### config.mk
export PLATFORM = sky130hd
export DESIGN_NAME = multichannel_input_debouncer
export DESIGN_NICKNAME = d
export VERILOG_FILES = /design/src/rtl/mcdb_pkg.sv /design/src/rtl/mcdb_lane.sv /design/src/rtl/mcdb_merge.sv /design/src/rtl/multichannel_input_debouncer.sv
export SDC_FILE = /design/constraint.sdc
export NUM_CORES = 2
export LEC_CHECK = 0
export BUFFER_PORTS_ARGS = -buffer_cell sky130_fd_sc_hd__buf_4
export CAP_MARGIN = 20
export CORE_MARGIN = 1
export CORE_UTILIZATION = 50
export CTS_CLUSTER_DIAMETER = 80
export DETAILED_ROUTE_END_ITERATION = 6
export PLACE_DENSITY_LB_ADDON = 0.2
export SYNTH_ARGS = -nofsm -noshare
export SYNTH_HDL_FRONTEND = slang
export SYNTH_SLANG_ARGS = --single-unit
### constraint.sdc
create_clock -name clock -period 7.2 [get_ports clock]
set_input_delay 1.44 -clock clock [delete_from_list [all_inputs] [get_ports clock]]
set_output_delay 1.44 -clock clock [all_outputs]
set_load 0.05 [all_outputs]
### src/rtl/mcdb_pkg.sv
// Shared types and constants for the multichannel input debouncer.
`timescale 1ns / 1ps

package mcdb_pkg;

   localparam int PIN_W      = 32;
   localparam int CNT_W      = 16;
   localparam int CHAN_CNT_W = 6;
   localparam int CSR_IDX_W  = 2;
   localparam int CSR_DATA_W = 16;

   localparam int CHANNELS_DEFAULT = 32;

   // Register indexes on the csr channel
   localparam logic [CSR_IDX_W-1:0] CSR_DEBOUNCE_DELAY  = 2'd0;
   localparam logic [CSR_IDX_W-1:0] CSR_CHANNELS_IN_USE = 2'd1;
   localparam logic [CSR_IDX_W-1:0] CSR_ENABLED         = 2'd2;

   // Register reset values
   localparam logic [CNT_W-1:0]      DELAY_RESET    = 16'd1000;
   localparam logic [CHAN_CNT_W-1:0] IN_USE_RESET   = 6'd0;
   localparam logic                  ENABLED_RESET  = 1'b0;

   // Request kinds
   localparam logic KIND_TICK    = 1'b0;
   localparam logic KIND_CAPTURE = 1'b1;

   // Per-lane command for one accepted item
   typedef struct packed {
      logic tick;
      logic capture;
   } lane_cmd_type;

   // Per-lane result: debounced level after the item, and whether it flipped
   typedef struct packed {
      logic level;
      logic flip;
   } lane_result_type;

endpackage

### src/rtl/mcdb_lane.sv
// One debounce lane: counter and debounced bit for a single channel.
`timescale 1ns / 1ps

module mcdb_lane
   import mcdb_pkg::*;
(
   input  logic             clock,
   input  logic             reset,
   input  lane_cmd_type     cmd,
   input  logic             pin,
   input  logic [CNT_W-1:0] delay,
   input  logic [CNT_W-1:0] limit,
   output lane_result_type  result
);

   logic [CNT_W-1:0] count_ff;
   logic [CNT_W-1:0] count_in;
   logic             level_ff;
   logic             level_in;
   logic             flip;

   always_comb begin
      logic [CNT_W-1:0] c;
      c    = count_ff;
      flip = 1'b0;
      if (cmd.tick) begin
         if (pin != level_ff) begin
            if (c == '0) begin
               c = CNT_W'(1);
            end
            if (c > delay) begin
               flip = 1'b1;
               c    = '0;
            end
         end
         // running counter keeps advancing until it saturates at the limit
         if (c != '0 && c < limit) begin
            c = c + CNT_W'(1);
         end
      end else if (cmd.capture) begin
         flip = pin & ~level_ff;
      end
      count_in = c;
      level_in = level_ff ^ flip;
   end

   always_ff @(posedge clock) begin
      if (reset) begin
         count_ff <= '0;
         level_ff <= 1'b0;
      end else begin
         count_ff <= count_in;
         level_ff <= level_in;
      end
   end

   assign result.level = level_in;
   assign result.flip  = flip;

endmodule

### src/rtl/mcdb_merge.sv
// Merge stage: gathers lane results into the registered response.
`timescale 1ns / 1ps

module mcdb_merge
   import mcdb_pkg::*;
#(
   parameter int CHANNELS = CHANNELS_DEFAULT
) (
   input  logic                  clock,
   input  logic                  reset,
   input  logic                  load,
   input  lane_result_type       lanes [CHANNELS],
   input  logic                  rsp_ready,
   output logic                  rsp_valid,
   output logic [PIN_W-1:0]      rsp_debounced_levels,
   output logic [PIN_W-1:0]      rsp_changed_mask
);

   logic             valid_ff;
   logic [PIN_W-1:0] levels_ff;
   logic [PIN_W-1:0] levels_in;
   logic [PIN_W-1:0] changed_ff;
   logic [PIN_W-1:0] changed_in;

   always_comb begin
      levels_in  = '0;
      changed_in = '0;
      for (int i = 0; i < CHANNELS; i++) begin
         levels_in[i]  = lanes[i].level;
         changed_in[i] = lanes[i].flip;
      end
   end

   always_ff @(posedge clock) begin
      if (reset) begin
         valid_ff <= 1'b0;
      end else if (load) begin
         valid_ff <= 1'b1;
      end else if (rsp_ready) begin
         valid_ff <= 1'b0;
      end
   end

   always_ff @(posedge clock) begin
      if (load) begin
         levels_ff  <= levels_in;
         changed_ff <= changed_in;
      end
   end

   assign rsp_valid            = valid_ff;
   assign rsp_debounced_levels = levels_ff;
   assign rsp_changed_mask     = changed_ff;

endmodule

### src/rtl/multichannel_input_debouncer.sv
// Top level of the multichannel input debouncer.
`timescale 1ns / 1ps
//
// Debounces up to CHANNELS input pins. Each req_ transfer carries a kind
// (tick or capture) and a 32-bit pin word; each one yields exactly one rsp_
// transfer with the debounced levels after the item and the mask of bits
// that flipped during it.
// Registers go in on the csr_ channel (index 0 debounce_delay, 1
// channels_in_use, 2 enabled); csr_ready is always high and writes to
// other indexes are dropped. Write them only while the block is idle.
// The response is valid the cycle after the req_ transfer. Throughput: one
// item per cycle while rsp_ready is high. As an item is taken, each active
// lane updates counter and bit; the merge register then holds the result.
// req_ready is high whenever the response register is empty or being
// drained in the same cycle, so a stalled receiver (rsp_ready low) holds
// the pending response and blocks only the next request.
// Reset (synchronous) clears all counters and debounced bits, drops any
// pending response, and restores delay 1000, zero channels, disabled.
// While disabled, items pass through: the response shows the current
// debounced levels with an empty change mask.

module multichannel_input_debouncer
   import mcdb_pkg::*;
#(
   parameter int CHANNELS = CHANNELS_DEFAULT
) (
   input  logic                  clock,
   input  logic                  reset,
   // request channel
   input  logic                  req_valid,
   output logic                  req_ready,
   input  logic                  req_kind,
   input  logic [PIN_W-1:0]      req_pin_levels,
   // response channel
   output logic                  rsp_valid,
   input  logic                  rsp_ready,
   output logic [PIN_W-1:0]      rsp_debounced_levels,
   output logic [PIN_W-1:0]      rsp_changed_mask,
   // register write channel
   input  logic                  csr_valid,
   output logic                  csr_ready,
   input  logic [CSR_IDX_W-1:0]  csr_index,
   input  logic [CSR_DATA_W-1:0] csr_data
);

   logic [CNT_W-1:0]      delay_ff;
   logic [CHAN_CNT_W-1:0] in_use_ff;
   logic                  enabled_ff;
   logic [CNT_W:0]        limit_wide;
   logic [CNT_W-1:0]      limit;
   logic                  accept;
   lane_result_type       lane_res [CHANNELS];

   assign csr_ready = 1'b1;

   always_ff @(posedge clock) begin
      if (reset) begin
         delay_ff   <= DELAY_RESET;
         in_use_ff  <= IN_USE_RESET;
         enabled_ff <= ENABLED_RESET;
      end else if (csr_valid) begin
         case (csr_index)
            CSR_DEBOUNCE_DELAY:  delay_ff   <= csr_data[CNT_W-1:0];
            CSR_CHANNELS_IN_USE: in_use_ff  <= csr_data[CHAN_CNT_W-1:0];
            CSR_ENABLED:         enabled_ff <= csr_data[0];
            default: ;
         endcase
      end
   end

   // Counter ceiling delay+2, clipped so the 16-bit counter never wraps
   assign limit_wide = {1'b0, delay_ff} + (CNT_W+1)'(2);
   assign limit      = limit_wide[CNT_W] ? '1 : limit_wide[CNT_W-1:0];

   assign req_ready = !rsp_valid || rsp_ready;
   assign accept    = req_valid && req_ready;

   for (genvar i = 0; i < CHANNELS; i++) begin : g_lane
      localparam logic [CHAN_CNT_W-1:0] LANE_IDX = CHAN_CNT_W'(i);
      lane_cmd_type cmd;
      logic         active;

      // channels_in_use above CHANNELS leaves every lane active
      assign active      = in_use_ff > LANE_IDX;
      assign cmd.tick    = accept && enabled_ff && active && (req_kind == KIND_TICK);
      assign cmd.capture = accept && enabled_ff && active && (req_kind == KIND_CAPTURE);

      mcdb_lane u_lane (
         .clock  (clock),
         .reset  (reset),
         .cmd    (cmd),
         .pin    (req_pin_levels[i]),
         .delay  (delay_ff),
         .limit  (limit),
         .result (lane_res[i])
      );
   end

   mcdb_merge #(
      .CHANNELS (CHANNELS)
   ) u_merge (
      .clock                (clock),
      .reset                (reset),
      .load                 (accept),
      .lanes                (lane_res),
      .rsp_ready            (rsp_ready),
      .rsp_valid            (rsp_valid),
      .rsp_debounced_levels (rsp_debounced_levels),
      .rsp_changed_mask     (rsp_changed_mask)
   );

endmodule
# Word level (Yosys, flattened, before mapping)
# Index checks and enable logic that the tools add are counted.
# totals
ff_bits	632
latchBits	0
mem_bits_rw	0
romBits	0
inputBits	56
output_inout_bits	67
wordCells	886
n_memories	0
# classes
n_addsub	33
mul	0
n_div	0
order_cmp	96
n_eq_ne	34
shifts	0
mux	355
bitwise	97
n_reduce_logical	201
# ops
cell	count
16-bit 2-to-1 mux	225
16-bit by 1-bit adder with 16-bit output, second input constant	32
16-bit > comparator	32
16-bit zero test	32
16-bit < comparator	32
16-bit nonzero test	32
1-bit logical AND	130
1-bit 2-to-1 mux	130
6-bit by 5-bit > comparator with 1-bit output, second input constant	16
6-bit by 4-bit > comparator with 1-bit output, second input constant	8
1-bit NOT	33
1-bit AND	32
1-bit != test	32
1-bit XOR	32
6-bit by 3-bit > comparator with 1-bit output, second input constant	4
16-bit by 2-bit adder with 17-bit output, second input constant	1
6-bit by 1-bit > comparator with 1-bit output, second input constant	2
6-bit by 2-bit > comparator with 1-bit output, second input constant	2
2-bit AND reduction	3
2-bit by 1-bit == test with 1-bit output, second input constant	1
2-bit == test, second input constant	1
2-bit zero test	1
2-bit nonzero test	1
1-bit zero test	1
1-bit logical OR	1

# Logic depth before layout (Yosys ltp)
# depth
depth_word	14
mapped_depth	26
mapped_depth_nobuf	22

# Modules after synthesis
# From an unflattened synthesis, not the netlist that was laid out.
# hier_totals
cells_unflattened	9444
hier_area_um2	70846.7
# modules_own_cells
mod	n_inst	cells_per_inst	area_each_um2	seq_area_each_um2
mcdb_lane at g_lane[0].u_lane ...	15	280	2087.0	340.3
mcdb_lane at g_lane[20].u_lane ...	12	288	2097.0	340.3
mcdb_lane at g_lane[1].u_lane	1	290	2124.5	340.3
mcdb_lane at g_lane[30].u_lane	1	286	2117.0	340.3
mcdb_lane at g_lane[25].u_lane	1	292	2113.3	340.3
mcdb_lane at g_lane[9].u_lane	1	284	2100.8	340.3
mcdb_lane at g_lane[14].u_lane	1	282	2080.7	340.3
mcdb_merge	1	68	1960.6	1941.9
multichannel_input_debouncer	1	286	1880.6	460.4

# Worst setup path before layout
# No wires, ideal clock.
# synth_timing
path_type	reg-to-reg
from	register delay_ff[12]
to	register g_lane[21].u_lane.count_ff[14]
setup_time_ns	0.120
arrival_time_ns	5.576
required_time_ns	7.080
setup_slack_ns	1.505
stages_incl_launch_ff	12
path_buffers	0
period_less_slack_ns	5.695
cell_sequence	dfxtp_1 > inv_1 > nor4_1 > o21ai_0 > ha_1 > a21o_1 > a221oi_1 > o221ai_1 > a211oi_2 > nand3_1 > o311a_1 > a211o_1
# synth_between
elab_chain_len	7
elab_cells_between_ends	11
classes_between	2 x add/sub; 2 x order compare; 5 x mux; 2 x reduce/logical
# synth_rtl
item	line_no	source
start: declaration	multichannel_input_debouncer.sv:46	logic [CNT_W-1:0] delay_ff;
start signal: assignment	multichannel_input_debouncer.sv:63	CSR_DEBOUNCE_DELAY: delay_ff <= csr_data[CNT_W-1:0];
16-bit > comparator	mcdb_lane.sv:31	if (c > delay) begin
16-bit 2-to-1 mux	mcdb_lane.sv:31	
16-bit 2-to-1 mux	mcdb_lane.sv:27	if (pin != level_ff) begin
16-bit 2-to-1 mux	mcdb_lane.sv:26	if (cmd.tick) begin
16-bit < comparator or 16-bit nonzero test (tied branches)	mcdb_lane.sv:37	if (c != '0 && c < limit) begin
1-bit logical AND	mcdb_lane.sv:37	
16-bit 2-to-1 mux (*)	mcdb_lane.sv:37	
end signal: assignment	mcdb_lane.sv:52	count_ff <= count_in;
end: declaration	mcdb_lane.sv:16	logic [CNT_W-1:0] count_ff;
# Every way passes the cells marked *; elsewhere a longest branch is shown, timed or not. The select of a mux whose other input is x is not followed.
# A chain may end at the register's enable or synchronous reset.

# Final worst setup path
# layout_timing
from	register delay_ff[14]
to	register g_lane[20].u_lane.count_ff[10]
# layout_between
elab_chain_len	7
elab_cells_between_ends	11
classes_between	2 x add/sub; 2 x order compare; 5 x mux; 2 x reduce/logical
# layout_rtl
item	line_no
16-bit > comparator	mcdb_lane.sv:31
16-bit 2-to-1 mux	mcdb_lane.sv:31
16-bit 2-to-1 mux	mcdb_lane.sv:27
16-bit 2-to-1 mux	mcdb_lane.sv:26
16-bit < comparator or 16-bit nonzero test (tied branches)	mcdb_lane.sv:37
1-bit logical AND	mcdb_lane.sv:37
16-bit 2-to-1 mux (*)	mcdb_lane.sv:37
end signal: assignment	mcdb_lane.sv:52
end: declaration	mcdb_lane.sv:16
# Marked as above.

==> results.py <==
metrics = {
    "synth": {
        "ys_ff_latch": 632,
        "ys.flop_type": "dfxtp_1",
        "yosysTopAreaCellShare_pct": 21.36,
        "async_flop_share_pct": 0,
        "synth_commonest_cells": "1089 x ha_1, 855 x nand2_1, 745 x clkbuf_1",
        "synth_edf_count": 64,
        "ys_warn_count": 0,
        "yosysSeqAreaShare_pct": 20.84,
        "synthCells": 8445,
        "synth_area_leaders": "ha_1 21%, dfxtp_1 18%, nand2_1 5.0%",
        "syn-num-nets": 9590,
        "netlist_area_sq_mm": 0.06379,
        "yosysUniqueCellTypes": 111,
        "avgSynthCellArea_sq_um": 7.553,
        "yosysMostFrequentCell": "ha_1",
        "synth_top_area_cell": "ha_1",
    },
    "critical_path": {
        "worstPathMaxFanout": 16,
        "critPathArrivalTime_ns": 7.13,
        "critPathCaptureType": "flip-flop",
        "cp-start-kind": "flip-flop",
        "cp.required_ns": 7.82,
        "worstSetupPathType": "reg2reg",
    },
    "floorplanning": {
        "fp.coreArea_sq_mm": 0.1261,
        "die_y_um": 359.2,
        "dieArea_sq_mm": 0.1290,
        "chipWidth_um": 359.2,
        "start_util_pct": 50.60,
        "num_rows": 130,
        "pin_count": 123,
    },
    "global_route": {
        "antenna_found_initial": 2,
        "track_usage_pct": 32.86,
        "grt_overflow_total": 0,
        "grt_pass1_vias": 58831,
        "grt_max_degree": 170,
        "grt_pass1_wl_um": 339300,
    },
    "sta": {
        "skew_ns": 0.03882,
        "max_slew_margin_pct": 18.29,
        "drv_slew": 0,
        "finalCritPeriodShare_pct": 90.41,
        "clock.fmax_ghz": 0.1536,
        "setup_slack_ns": 0.6905,
        "tightestPinTransition_ns": 1.221,
        "fin_crit_ns": 6.509,
        "tns_ns": 0,
        "setup_viol": 0,
        "finalHoldViolations": 0,
        "rsz0062_at_grt": "false",
        "fin_hold_ws_ns": 0.5197,
    },
    "finish": {
        "area_growth_pct": 6.667,
        "fillCellCount": 11937,
        "num-nets-final": 9156,
        "drive_above_1_share_pct": 6.844,
    },
    "detailed_routing": {
        "drt-initial-drc-count": 6210,
        "vias": 63393,
        "dr.pass1.iters": 6,
        "route.detailed.drc": 0,
        "routed_wl_um": 219900,
        "postRouteAntennaNets": 0,
        "viasPerCell": 6.515,
        "routedWlPerCell_um": 22.60,
    },
    "placed_design": {
        "io_buffers": 121,
        "place_congestion": 0.9679,
        "post-place-ws_ns": 0.8999,
        "dpl.hpwl_um": 153800,
    },
    "clock_tree": {
        "cts_resized": 0,
        "clk_pin_slew_worst_paths_ns": 0.06,
        "cts_setup_buffers": 0,
        "hold_buffers": 0,
        "cts_tree": "done",
        "clk_latency_ns": 0.73,
        "cts_made_buffers": 83,
        "clock_path_buffers": 3,
        "root_buffer": "clkbuf_16",
        "cts.sinks": 632,
        "cts_htree_levels": 3,
    },
    "power": {
        "total_power_mw": 9.169,
        "peakVddDrop_uv": 190.8,
        "p_leak_nw": 29.04,
        "power_density_mw_per_mm2": 134.8,
    },
    "min_path": {
        "hp-class": "reg2reg",
    },
    "outcome": {
        "status": "complete, no violations",
    },
    "flow_run": {
        "drv_cap": 0,
    },
}
[power breakdown]
part           switching (mW)  internal, mW
combinational           0.764         0.301
clock                    1.83          2.68
sequential             0.0208          3.57
total                    2.62          6.55
[worst max-delay path: stages (launching register included)]
cell and delay (ns):
dfxtp_1 0.47, clkinv_2 0.44, buf_4 0.43, ha_1 0.37, nand4_1 0.12, or4_1 0.57
a21o_1 0.20, a31o_2 0.29, o21a_1 0.29, nand2_1 0.19, inv_1 0.12, ha_1 0.19
a211oi_1 0.21, o21ai_0 0.12, a211oi_1 0.33, nor2_1 0.09, o32ai_1 0.49, and2_1 0.58
nand2_1 0.20, or4_1 0.50, a21oi_1 0.15
[placed cells by master (no fill, tap or decap), types with 68 or more instances in the layout]
cell type and count:
nor2b_1 83, buf_4 242, xnor2_1 110, ha_1 1089, nand2_1 855, and3_1 175
nor3_1 145, a211oi_1 83, dfxtp_1 567, nand3_1 297, or4_1 69, o21ai_0 367
a21o_1 120, o21a_1 68, a31oi_1 111, a21oi_1 622, o211ai_1 89, inv_1 245
and2_1 464, nor4_1 208, nand4_1 333, clkbuf_16 86, mux2i_1 71, nor2_1 616
or3_1 73
[worst paths after layout]
path                                                             startpoint  cells after the start  slack, ns                                     endpoint
worst max register to register                    delay_ff[14]$_SDFFE_PP0P_                     20       0.69  g_lane[20].u_lane.count_ff[10]$_SDFFE_PP0P_
worst min register to register  g_lane[12].u_lane.count_ff[14]$_SDFFE_PP0P_                      2       0.52  g_lane[12].u_lane.count_ff[14]$_SDFFE_PP0P_
worst min-delay path            g_lane[12].u_lane.count_ff[14]$_SDFFE_PP0P_                      2       0.52  g_lane[12].u_lane.count_ff[14]$_SDFFE_PP0P_
worst max-delay path                              delay_ff[14]$_SDFFE_PP0P_                     20       0.69  g_lane[20].u_lane.count_ff[10]$_SDFFE_PP0P_
[flip-flops by register name, summed over array words and instances (netlist names)]
signal and cells:
delay_ff 16, in_use_ff 6, u_merge.rsp_debounced_levels 32, g_lane.u_lane.level_ff 32, u_merge.rsp_valid 1, enabled_ff 1
g_lane.u_lane.count_ff 512, u_merge.rsp_changed_mask 32
[cell families (layout without fill, tap and decap cells)]
| logic type | after synthesis | count (layout) | share of synthesized area, % |
|---|---|---|---|
| buf+inv | 1036 | 671 | 6.167 |
| xor+xnor | 177 | 177 | 2.430 |
| flops | 632 | 632 | 20.84 |
| other cells | 1 | 2 | 0.005879 |
| fa+ha+maj | 1089 | 1089 | 21.36 |
| compound gates | 1879 | 1879 | 18.92 |
| simple gates | 3538 | 3538 | 28.77 |
| mux | 93 | 93 | 1.499 |
[final cells by class]
class | count | area, sq um | area share [%]
clock buffers | 109 | 2318 | 3.408
clock inverters | 45 | 580.6 | 0.8533
multi-input cells | 6777 | 46720 | 68.67
flip-flops and latches | 632 | 13300 | 19.54
repair buffers | 254 | 2043 | 3.003
inverters | 263 | 1011 | 1.486
well taps | 1650 | 2064 | 3.034
diodes | 1 | 2.502 | 0.003678
[metal layers]
layer  global-route usage, %  vias to the layer above  wire length [um]
met4                   16.70                        2             12480
met5                       0                        -                19
met2                   51.77                     2648             95560
li1                        -                    29974                 -
met3                   6.040                      679             18520
met1                   42.77                    30090             93350
[through the flow]
stage               util [%]  std cells  cell area (sq um)
detailed placement     51.66       9574              65120
floorplan                  -       8445              63790
global placement       51.65       9572              65100
CTS                    53.96       9728              68020
global route           53.97       9730              68040
finish                 53.97       9731              68040
No activity file was read; power rests on OpenSTA's default activity.
